**src/hw/rtl/lcdsw_pkg.sv**
```systemverilog
`timescale 1ns / 1ps
// ----------------------------------------------------------------------------
// lcdsw_pkg
// Shared types and constants for the segment LCD serial writer.
// ----------------------------------------------------------------------------
package lcdsw_pkg;

  localparam int unsigned SHADOW_WORDS_DEF = 32;
  localparam int unsigned NIB_W            = 4;
  localparam int unsigned ADDR_W           = 6;
  localparam int unsigned CODE_W           = 9;
  localparam int unsigned CMD_W            = 8;
  localparam int unsigned FRAME_W          = 13;
  localparam int unsigned CNT_W            = 4;

  localparam logic [2:0]  CMD_PREFIX    = 3'b100;
  localparam logic [2:0]  WRITE_PREFIX  = 3'b101;
  localparam logic [CNT_W-1:0] CMD_FRAME_LEN = 4'd12;
  localparam logic [CNT_W-1:0] SEG_FRAME_LEN = 4'd13;

  // code / 10 == (code * 205) >> 11 for every code below 1024
  localparam logic [7:0]  DIV10_RECIP = 8'd205;
  localparam int unsigned DIV10_SHIFT = 11;
  localparam int unsigned PROD_W      = CODE_W + 8;

  typedef struct packed {
    logic              func;
    logic [CMD_W-1:0]  command_code;
    logic [CODE_W-1:0] segment_code;
    logic              segment_on;
  } lcdsw_in_t;

  typedef struct packed {
    logic serial_bit;
    logic frame_end;
  } lcdsw_out_t;

  typedef enum logic [2:0] {
    ST_IDLE,
    ST_CALC,
    ST_LOOKUP,
    ST_UPDATE,
    ST_SEND
  } lcdsw_state_e;

  typedef struct packed {
    logic load;
    logic calc;
    logic lookup;
    logic update;
    logic shift;
  } lcdsw_cmd_t;

  typedef struct packed {
    logic seg_item;
    logic last_bit;
  } lcdsw_status_t;

endpackage

```
**src/hw/rtl/lcdsw_ram.sv**
```systemverilog
`timescale 1ns / 1ps
// ----------------------------------------------------------------------------
// lcdsw_ram
// Generic single-write, single-read RAM with registered read data.
// ----------------------------------------------------------------------------
module lcdsw_ram #(
  parameter int unsigned WIDTH = 4,
  parameter int unsigned DEPTH = 32,
  localparam int unsigned AW   = (DEPTH > 1) ? $clog2(DEPTH) : 1
) (
  input  logic             clk_i,
  input  logic             we_i,
  input  logic [AW-1:0]    waddr_i,
  input  logic [WIDTH-1:0] wdata_i,
  input  logic             re_i,
  input  logic [AW-1:0]    raddr_i,
  output logic [WIDTH-1:0] rdata_o
);

  logic [WIDTH-1:0] mem_q [DEPTH];
  logic [WIDTH-1:0] rdata_q;

  always_ff @(posedge clk_i) begin
    if (we_i) begin
      mem_q[waddr_i] <= wdata_i;
    end
    if (re_i) begin
      rdata_q <= mem_q[raddr_i];
    end
  end

  assign rdata_o = rdata_q;

endmodule

```
**src/hw/rtl/lcdsw_ctrl.sv**
```systemverilog
`timescale 1ns / 1ps
// ----------------------------------------------------------------------------
// lcdsw_ctrl
// Sequencer: item capture, address split, shadow update, bit shifting.
// ----------------------------------------------------------------------------
module lcdsw_ctrl
  import lcdsw_pkg::*;
(
  input  logic          clk_i,
  input  logic          rst_ni,
  input  logic          start_i,
  input  lcdsw_status_t status_i,
  output lcdsw_cmd_t    cmd_o,
  output logic          busy_o
);

  lcdsw_state_e state_q, state_d;

  always_ff @(posedge clk_i or negedge rst_ni) begin
    if (!rst_ni) begin
      state_q <= ST_IDLE;
    end else begin
      state_q <= state_d;
    end
  end

  always_comb begin
    state_d = state_q;
    case (state_q)
      ST_IDLE: begin
        if (start_i) begin
          state_d = status_i.seg_item ? ST_CALC : ST_SEND;
        end
      end
      ST_CALC:   state_d = ST_LOOKUP;
      ST_LOOKUP: state_d = ST_UPDATE;
      ST_UPDATE: state_d = ST_SEND;
      ST_SEND: begin
        if (status_i.last_bit) begin
          state_d = ST_IDLE;
        end
      end
      default:   state_d = ST_IDLE;
    endcase
  end

  always_comb begin
    cmd_o  = '0;
    busy_o = 1'b1;
    case (state_q)
      ST_IDLE: begin
        busy_o     = 1'b0;
        cmd_o.load = start_i;
      end
      ST_CALC:   cmd_o.calc   = 1'b1;
      ST_LOOKUP: cmd_o.lookup = 1'b1;
      ST_UPDATE: cmd_o.update = 1'b1;
      ST_SEND:   cmd_o.shift  = 1'b1;
      default:   busy_o       = 1'b1;
    endcase
  end

endmodule

```
**src/hw/rtl/lcdsw_dp.sv**
```systemverilog
`timescale 1ns / 1ps
// ----------------------------------------------------------------------------
// lcdsw_dp
// Datapath: code split, shadow nibble store, frame shift register.
// ----------------------------------------------------------------------------
module lcdsw_dp
  import lcdsw_pkg::*;
#(
  parameter int unsigned SHADOW_WORDS = SHADOW_WORDS_DEF
) (
  input  logic          clk_i,
  input  logic          rst_ni,
  input  lcdsw_in_t     in_i,
  input  lcdsw_cmd_t    cmd_i,
  output lcdsw_status_t status_o,
  output logic          strobe_o,
  output lcdsw_out_t    result_o
);

  localparam int unsigned AW = (SHADOW_WORDS > 1) ? $clog2(SHADOW_WORDS) : 1;

  logic [CODE_W-1:0]  code_q;
  logic               on_q;
  logic [ADDR_W-1:0]  addr_q;
  logic [NIB_W-1:0]   rem_q;
  logic               in_range_q;
  logic               rd_valid_q;
  logic [SHADOW_WORDS-1:0] valid_q;
  logic [FRAME_W-1:0] shift_q;
  logic [CNT_W-1:0]   cnt_q;
  lcdsw_out_t         out_q;
  logic               strobe_q;

  logic [PROD_W-1:0]  prod;
  logic [CODE_W-1:0]  rem_full;
  logic [AW-1:0]      idx;
  logic [NIB_W-1:0]   rdata;
  logic [NIB_W-1:0]   nib_old;
  logic [NIB_W-1:0]   nib_new;
  logic               bit_ok;
  logic               wr_en;
  logic [NIB_W-1:0]   data;

  assign prod     = PROD_W'(code_q) * PROD_W'(DIV10_RECIP);
  // addr * 10 as two shifted adds
  assign rem_full = code_q - (CODE_W'(addr_q) << 3) - (CODE_W'(addr_q) << 1);
  assign idx      = addr_q[AW-1:0];

  assign nib_old = rd_valid_q ? rdata : '0;
  assign bit_ok  = (rem_q < NIB_W'(4));
  always_comb begin
    nib_new = nib_old;
    if (bit_ok) begin
      nib_new[rem_q[1:0]] = on_q;
    end
  end
  assign wr_en = cmd_i.update && in_range_q && bit_ok;
  assign data  = in_range_q ? nib_new : '0;

  lcdsw_ram #(
    .WIDTH (NIB_W),
    .DEPTH (SHADOW_WORDS)
  ) u_shadow (
    .clk_i   (clk_i),
    .we_i    (wr_en),
    .waddr_i (idx),
    .wdata_i (nib_new),
    .re_i    (cmd_i.lookup),
    .raddr_i (idx),
    .rdata_o (rdata)
  );

  always_ff @(posedge clk_i) begin
    if (cmd_i.load) begin
      code_q <= in_i.segment_code;
      on_q   <= in_i.segment_on;
    end
    if (cmd_i.calc) begin
      addr_q <= prod[DIV10_SHIFT +: ADDR_W];
    end
    if (cmd_i.lookup) begin
      rem_q      <= rem_full[NIB_W-1:0];
      in_range_q <= ({1'b0, addr_q} < (ADDR_W + 1)'(SHADOW_WORDS));
      rd_valid_q <= valid_q[idx];
    end
  end

  always_ff @(posedge clk_i or negedge rst_ni) begin
    if (!rst_ni) begin
      valid_q  <= '0;
      shift_q  <= '0;
      cnt_q    <= '0;
      out_q    <= '0;
      strobe_q <= 1'b0;
    end else begin
      strobe_q <= cmd_i.shift;
      if (wr_en) begin
        valid_q[idx] <= 1'b1;
      end
      if (cmd_i.load && !in_i.func) begin
        shift_q <= {CMD_PREFIX, in_i.command_code, 1'b0, 1'b0};
        cnt_q   <= CMD_FRAME_LEN;
      end else if (cmd_i.update) begin
        shift_q <= {WRITE_PREFIX, addr_q, data};
        cnt_q   <= SEG_FRAME_LEN;
      end else if (cmd_i.shift) begin
        shift_q <= {shift_q[FRAME_W-2:0], 1'b0};
        cnt_q   <= cnt_q - CNT_W'(1);
        out_q   <= '{serial_bit: shift_q[FRAME_W-1], frame_end: (cnt_q == CNT_W'(1))};
      end
    end
  end

  assign status_o.seg_item = in_i.func;
  assign status_o.last_bit = (cnt_q == CNT_W'(1));
  assign strobe_o          = strobe_q;
  assign result_o          = out_q;

endmodule

```
**src/hw/rtl/lcd_segment_serial_writer.sv**
```systemverilog
`timescale 1ns / 1ps
// ----------------------------------------------------------------------------
// lcd_segment_serial_writer
// Three-wire segment LCD frame serializer with a shadow nibble store.
// ----------------------------------------------------------------------------
//  channel   handshake          payload
//  -------   ----------------   -----------------------------------------
//  input     start_i, busy_o    in_i     : func, command_code, segment_code,
//                                          segment_on
//  result    strobe_o           result_o : serial_bit, frame_end
//
// a command word: one capture cycle, then 12 frame bits
// a segment word: capture, divide by ten, shadow read,
// shadow update, then 13 frame bits, one bit per cycle from the shift register
// each frame bit shows for one cycle on result_o with strobe_o high
// reset clears the shadow through per-entry valid bits, no clearing pass
// busy_o stays high until the last bit has left the shift register
// ----------------------------------------------------------------------------
module lcd_segment_serial_writer
  import lcdsw_pkg::*;
#(
  parameter int unsigned SHADOW_WORDS = SHADOW_WORDS_DEF
) (
  input  logic       clk_i,
  input  logic       rst_ni,
  input  logic       start_i,
  output logic       busy_o,
  input  lcdsw_in_t  in_i,
  output logic       strobe_o,
  output lcdsw_out_t result_o
);

  lcdsw_cmd_t    cmd;
  lcdsw_status_t status;

  lcdsw_ctrl u_ctrl (
    .clk_i    (clk_i),
    .rst_ni   (rst_ni),
    .start_i  (start_i),
    .status_i (status),
    .cmd_o    (cmd),
    .busy_o   (busy_o)
  );

  lcdsw_dp #(
    .SHADOW_WORDS (SHADOW_WORDS)
  ) u_dp (
    .clk_i    (clk_i),
    .rst_ni   (rst_ni),
    .in_i     (in_i),
    .cmd_i    (cmd),
    .status_o (status),
    .strobe_o (strobe_o),
    .result_o (result_o)
  );

endmodule
```
**config.mk**
```make
export PLATFORM = sky130hd
export DESIGN_NAME = lcd_segment_serial_writer
export DESIGN_NICKNAME = d
export VERILOG_FILES = /design/src/hw/rtl/lcdsw_pkg.sv /design/src/hw/rtl/lcdsw_ram.sv /design/src/hw/rtl/lcdsw_ctrl.sv /design/src/hw/rtl/lcdsw_dp.sv /design/src/hw/rtl/lcd_segment_serial_writer.sv
export SDC_FILE = /design/constraint.sdc
export NUM_CORES = 1
export LEC_CHECK = 0
export ABC_CLOCK_PERIOD_IN_PS = 4850
export CORE_MARGIN = 3
export CORE_UTILIZATION = 43
export CTS_CLUSTER_DIAMETER = 80
export DETAILED_ROUTE_END_ITERATION = 10
export DONT_BUFFER_PORTS = 1
export HOLD_SLACK_MARGIN = 0.1
export PLACE_DENSITY = 0.69
export SLEW_MARGIN = 20
export SYNTH_ARGS = -nofsm -noshare
export SYNTH_HDL_FRONTEND = slang
export SYNTH_SLANG_ARGS = --single-unit
export TNS_END_PERCENT = 50
```
**constraint.sdc**
```tcl
create_clock -name clk_i -period 4.85 [get_ports clk_i]
set_input_delay 0.2425 -clock clk_i [delete_from_list [all_inputs] [get_ports clk_i]]
set_output_delay 0.2425 -clock clk_i [all_outputs]
set_load 0.03 [all_outputs]
```
==> out/results.ini, run 1 <==
[clock_tree]
clk_pin_slew_ns = 0.06
numCtsBuffers = 22
post_cts_buffers = 0
cts_max_path_buffers = 3
clock-sinks = 209
cts_root_buffer = clkbuf_16
cts_tree = done
clk_latency_ns = 0.51
post_cts_resized = 0
cts_max_level = 1

[floorplan]
ios = 26
dieHeight_um = 155.9
coreArea_um2 = 21960
dieWidth_um = 155.9
rows = 54
die_area_um2 = 24290
initial_utilization = 0.4398

[yosys]
synth_ff_type = edfxtp_1
ys_top_cells_by_count = 154 x edfxtp_1, 55 x dfrtp_1, 52 x ha_1
yosysSeqAreaShare = 0.6214
yosysWarnings = 0
avgSynthCellArea_um2 = 14.74
async_flop_share = 0.2632
synth_top_area_cell = edfxtp_1
synth_top_area_share = 0.4789
ys_seq_elements = 209
yosysMostFrequentCell = edfxtp_1
yosys-top-cells-area = edfxtp_1 48%, dfrtp_1 14%, mux4_2 9.3%
synthDistinctLibCells = 49
syn-num-nets = 742
netlist_instances = 655
synth_area_um2 = 9657
synth_edf_count = 154

[sta]
tns_ns = 0
worstMarginPinSlew_ns = 1.087
maxSlewViolCount = 0
min_period_over_period = 0.7989
fmax_mhz = 258.1
rsz0062_at_grt = false
setup_slack_ns = 0.9755
fin_worst_skew_ns = 0.02297
hold_ws_ns = 0.1860
period_needed_ns = 3.875
hold_viol_final = 0
slew_headroom = 0.2753
setup_viol_count_final = 0

[routing]
drc = 0
viasPerCell = 5.628
ant_nets = 0
wl_um = 19710
drt-pass1-iter-count = 6
vias = 5527
wl_per_cell_um = 20.07
drtIter0Drc = 375

[layout]
diodes = 0
fin_util = 0.4968
drive_above_1_share = 0.1567
stdcell_count = 982
nNetsFinal = 773
fin_area_um2 = 10910
areaGrowthSynthToFinish_pct = 12.97

[run]
cap_violations = 0

[global_routing]
gr-usage-all-layers = 0.1661
grt_pass1_wl_um = 31730
antenna_found_initial = 0
grt_pass1_vias = 5735
gr-total-overflow = 0
grt_max_degree = 56

[worst_setup_path]
worstSetupPathType = register to register
required_ns = 5.15
crit_fanout = 6
critPathSlowestCell = fa_1
arrival_ns = 4.18
worst_path_largest_cell_delay_ns = 0.55
cp_cell_sequence = ha_1 -> inv_1 -> ha_1 -> inv_1 -> fa_1 -> fa_1 -> inv_1 -> ha_1 -> nand4_1 -> o21bai_1 -> o211a_1 -> a21oi_1 -> o311ai_0
start_kind = register
cp-end-kind = register

[placement]
place_area_um2 = 9971
pre_cts_ws_ns = 0.9783
gp_congestion = 0.8364
dp.cells = 919
numPortBuffers = 0
dp_hpwl_um = 13280

[power]
leakage_nw = 4.255
p_sw_frac = 0.3620
combPwrFrac = 0.396
power_mw = 6.833
pwr-share-clk = 0.231
p_switching_mw = 2.474
vdd_drop_max_mv = 0.4736
p_per_area_nw_per_um2 = 626.3
p_int_mw = 4.359
p_seq_frac = 0.372

[min_path]
hp-class = input pin to register

[status]
run_status = finished clean

## path summary, 6_finish.rpt
| check | slack, ns | endpoint | cells after the start | start |
|---|---|---|---|---|
| max | 0.98 | u_dp.addr_q[3] | 13 | u_dp.code_q[1] |
| min reg2reg | 0.46 | u_dp.valid_q[27] | 1 | u_dp.valid_q[27] |
| max reg2reg | 0.98 | u_dp.addr_q[3] | 13 | u_dp.code_q[1] |
| min | 0.19 | u_dp.shift_q[10] | 3 | in_i[18] |
| max in group asynchronous | 4.25 | u_dp.valid_q[26] | 2 | rst_ni |
| min in group asynchronous | 0.30 | u_dp.valid_q[0] | 2 | rst_ni |
## repair_timing
action,in CTS,in global routing
endpoints found under the hold margin,74,0
setup endpoints to repair,0,0
hold buffers,22,0
## per-layer routing
layer / track usage / part of all wire / vias up / routed length (µm)
met2: 0.2885 / 0.51 / 164 / 10090
met3: 0.02330 / 0.043 / 44 / 852
met5: 0 / 0 / - / 0
li1: - / - / 2512 / -
met1: 0.2196 / 0.42 / 2807 / 8187
met4: 0.04752 / 0.030 / 0 / 583
## state kept, by name, indices dropped and copies added, names as in the netlist
register / count
u_dp.valid_q: 32
u_dp.in_range_q: 1
u_dp.code_q: 9
u_dp.strobe_o: 1
u_dp.rd_valid_q: 1
u_dp.rem_q: 4
u_dp.addr_q: 6
u_ctrl.state_q: 3
u_dp.u_shadow.mem_q: 128
u_dp.shift_q: 13
u_dp.cnt_q: 4
u_dp.result_o: 2
u_dp.u_shadow.rdata_o: 4
u_dp.on_q: 1
## final cells by class
cell class                      count  area, µm²
Multi-Input combinational cell    374       3391
Tap cell                          280      350.3
Clock inverter                      6      72.57
Inverter                           49      183.9
Clock buffer                       34      605.6
Sequential cell                   209       6001
Timing Repair Buffer               30      305.3
Fill cell                        1771      11050
## power by group through the flow
| stage | Sequential [mW] | Clock (mW) | Combinational [mW] |
|---|---|---|---|
| 5_1_grt | 2.57 | 1.69 | 3.06 |
| 3_5_place_dp | 2.58 | 0 | 2.66 |
| 2_1_floorplan | 2.44 | 0 | 2.10 |
| 6_report | 2.54 | 1.58 | 2.71 |
| 4_1_cts | 2.54 | 1.62 | 2.72 |
| 3_3_place_gp | 2.57 | 0 | 2.57 |
## worst max-delay path: cells and delay by family, from the launching register on
family | cells | cell delay (ns)
and+or+nand+nor | 1 | 0.10
DFF | 1 | 0.50
AOI/OAI and AO/OA | 4 | 0.96
adders and majority gates | 5 | 1.97
buffers and inverters | 3 | 0.16
## cells in the final DEF, fill, tap and decap left out, types with 3 or more instances in the layout
| cell | n |
|---|---|
| edfxtp_1 | 154 |
| dfrtp_1 | 55 |
| ha_1 | 52 |
| inv_1 | 48 |
| nor2_1 | 44 |
| nand2_1 | 41 |
| mux4_2 | 40 |
| a21oi_1 | 26 |
| or2_2 | 25 |
| clkbuf_16 | 22 |
| a22oi_1 | 21 |
| dlygate4sd3_1 | 21 |
| fa_1 | 13 |
| o21ai_0 | 12 |
| clkbuf_1 | 11 |
| xnor2_1 | 9 |
| nand3_1 | 8 |
| nand4_1 | 7 |
| o21bai_1 | 7 |
| buf_4 | 7 |
| nor3_1 | 6 |
| and2_1 | 6 |
| xor2_1 | 5 |
| nor3b_1 | 5 |
| and3_1 | 4 |
| nand4b_1 | 3 |
| nand3b_1 | 3 |
| o21ai_2 | 3 |
| a221o_1 | 3 |
## kinds of logic (layout without fill, tap and decap cells)
kind of cell             Yosys count  after routing  synth area share
flip-flops                       209            209            0.6214
AND/OR/NAND/NOR                  165            165           0.08590
AO/OA/AOI/OAI                     88             88           0.06051
buffers and inverters             72            119           0.02980
adder cells (fa/ha/maj)           65             65           0.09432
multiplexers                      42             42           0.09536
XOR/XNOR                          14             14           0.01270
Note: power is estimated with default switching activity, not from simulation.
==> run 2: changes to the inputs <==
Settings changed: ABC_AREA from default to 1, ABC_CLOCK_PERIOD_IN_PS 4850 to 3130, PLACE_DENSITY 0.69 to 0.71.
Clock period 4.85 ns to 3.13 ns, I/O delays scaled along.
==> run 2 against run 1 <==
The flow now finishes with violations (negative setup slack). Combinational power is 130% higher. Sequential power is 49% higher. Clock-buffer cell count stayed put. Total power is 82% higher. Die area is 6.9% higher. Via count is 32% higher. Routed wire length is 14% higher. Area after synthesis is 7.2% higher. First-iteration DRC count is 34% higher. Flip-flop and latch count stayed put. Register-to-register slack worse by 1.2 ns. Largest cell class unchanged.
==> out/results.ini, run 2 <==
[floorplan]
coreArea_um2 = 23540
dieHeight_um = 161.1
rows = 56
die_area_um2 = 25970
initial_utilization = 0.4396
dieWidth_um = 161.1
ios = 26

[global_routing]
grt_max_degree = 56
grt_pass1_wl_um = 36940
antenna_found_initial = 0
gr-usage-all-layers = 0.1760
grt_pass1_vias = 7411
gr-total-overflow = 0

[layout]
num-fill-cells = 2079
largest_registers = u_dp.u_shadow.mem_q: 128 flops, u_dp.valid_q: 32 flops, u_dp.shift_q: 13 flops
diodes = 0
stdcell_count = 1445
largest_reg_flops = 128
multiInputGateArea_um2 = 3938
nNetsFinal = 1198
final_cell_mix = 348 x nand2_1, 154 x edfxtp_1, 104 x inv_1
final_common_cell = nand2_1
top_register = u_dp.u_shadow.mem_q
seq_area_um2 = 6001
drive_above_1_share = 0.1119
fin_area_um2 = 12020
areaGrowthSynthToFinish_pct = 16.17

[yosys]
synthDistinctLibCells = 34
avgSynthCellArea_um2 = 9.838
synth_simple_gate_area_frac = 0.2240
yosys.area_share.xor_xnor = 0.01015
synth_area_um2 = 10350
netlist_instances = 1052
synth_edf_count = 154
synth_top_family_by_area = simple AND/OR/NAND/NOR gates
syn-num-nets = 1139
yosysSeqAreaShare = 0.5798
yosysMostFrequentCell = nand2_1
synth_compound_area_frac = 0.04219
synth_top_area_share = 0.4468
ys_seq_elements = 209
yosys.area_share.adder = 0.08801
synth_ff_type = edfxtp_1
yosys-top-cells-area = edfxtp_1 45%, dfrtp_1 13%, nand2_1 13%
synth_top_area_cell = edfxtp_1
yosysWarnings = 0
ys_top_cells_by_count = 354 x nand2_1, 154 x edfxtp_1, 109 x inv_1
synthMuxAreaShare = 0
async_flop_share = 0.2632

[power]
p_per_area_nw_per_um2 = 1032
vdd_drop_max_mv = 0.7822
power_mw = 12.41
p_int_mw = 7.251
leakage_nw = 5.265
p_switching_mw = 5.163
p_seq_frac = 0.304
pwr-share-clk = 0.194
p_sw_frac = 0.4159
combPwrFrac = 0.502

[worst_setup_path]
reg2reg_setup_slack_ns = -0.27
crit_fanout = 3
start_kind = register
cp-end-kind = register
cp-startpoint = u_dp.code_q[3]
required_ns = 3.37
worstSetupPathType = register to register
r2r_end = u_dp.addr_q[1]
arrival_ns = 3.64
r2r-start = u_dp.code_q[3]
reg2reg_depth = 14

[placement]
place_area_um2 = 10970
gp_congestion = 0.8913
numPortBuffers = 0
dp.cells = 1378
dp_hpwl_um = 15470

[sta]
maxSlewViolCount = 0
worstMarginPinSlew_ns = 0.9120
hold_viol_final = 0
slew_headroom = 0.3898
min_period_over_period = 1.085
fmax_mhz = 294.4
fin_worst_skew_ns = 0.01934
setup_viol_count_final = 6
rsz0062_at_grt = true
setup_slack_ns = -0.2671
tns_ns = -1.458
period_needed_ns = 3.397

[routing]
drtIter0Drc = 502
ant_nets = 0
vias = 7314
drt-pass1-iter-count = 5
drc = 0
viasPerCell = 5.062
wl_per_cell_um = 15.54
wl_um = 22460

[clock_tree]
cts_max_level = 1
clock-sinks = 209
cts_root_buffer = clkbuf_16
cts_tree = done
numCtsBuffers = 21
clk_pin_slew_ns = 0.06
clk_latency_ns = 0.50
cts_max_path_buffers = 3

[status]
failed_checks = negative setup slack
run_status = complete, but fails checks

[run]
cap_violations = 0

[min_path]
hp-class = input pin to async pin

run 2: changes by cell type after synthesis, sizes merged, moves of 8 or more:
cell   change
nand2    +317
inv       +66
nand3     +64
mux4      -40
o21ai     +33
nor2      +28
a22oi     -21
a21oi     -17
or2       -16
nand4     +13
buf        +8
run 2: critical path: stages (launching register included):
cell      delay, ns
edfxtp_1       0.48
ha_4           0.30
fa_1           0.51
inv_2          0.05
fa_1           0.48
fa_1           0.51
inv_2          0.05
ha_4           0.29
nand2_2        0.07
inv_2          0.07
nand2_2        0.06
nor2_1         0.08
nand2_1        0.08
nand3_2        0.09
xor2_1         0.06
run 2: layout make-up:
cell class	instances	share of cell area
clock buffers	34	0.05359
clock inverters	4	0.001769
inverters	116	0.03621
multi-input cells	697	0.3275
flip-flops and latches	209	0.4991
well taps	319	0.03319
repair buffers	66	0.04870
run 2: through the flow:
stage          setup slack, ns  utilization  hold slack, ns
5_1_grt                -0.4147       0.5107          0.1960
6_report               -0.2671       0.5107          0.1767
2_1_floorplan          -0.1475            -         -0.1391
3_3_place_gp           -0.2358       0.4660         -0.1376
4_1_cts                -0.2831       0.5088          0.1733
3_5_place_dp           -0.3120       0.4660         -0.1375
run 2: power groups by stage:
stage | clock, mW | combinational [mW] | sequential (mW)
6_report | 2.40 | 6.23 | 3.78
5_1_grt | 2.54 | 7.08 | 3.81
4_1_cts | 2.44 | 6.05 | 3.77
3_5_place_dp | 0 | 5.72 | 3.83
3_3_place_gp | 0 | 5.60 | 3.82
2_1_floorplan | 0 | 4.10 | 3.75
run 2: metal layers:
metal	vias to the layer above	GRT usage	part of all wire
met5	-	0	0
met4	0	0.04967	0.030
met3	52	0.02642	0.051
met2	212	0.3048	0.48
met1	3476	0.2320	0.44
li1	3574	-	-
run 2: worst max-delay path by stage:
stage | cells after the start | end | slack, ns
6_report | 14 | u_dp.addr_q[1] | -0.27
5_1_grt | 14 | u_dp.addr_q[1] | -0.41
4_1_cts | 14 | u_dp.addr_q[1] | -0.28
3_5_place_dp | 15 | u_dp.addr_q[0] | -0.31
3_3_place_gp | 15 | u_dp.addr_q[4] | -0.24
2_1_floorplan | 15 | u_dp.addr_q[1] | -0.15
run 2: cells by family after synthesis:
kind of cell               after synthesis
DFF                                    209
xor gates and xnor gates                12
buffers and inverters                  146
and+or+nand+nor                        543
AOI/OAI and AO/OA                       77
adders and majority gates               65
run 2: timing repair:
item / 4_1_cts / 5_1_grt
gates resized for setup: 9 / 7
setup buffers: 4 / 1
endpoints found under the setup margin: 6 / 6
hold buffers: 24 / 0
hold endpoints to repair: 77 / 0
pin swaps: 7 / 5
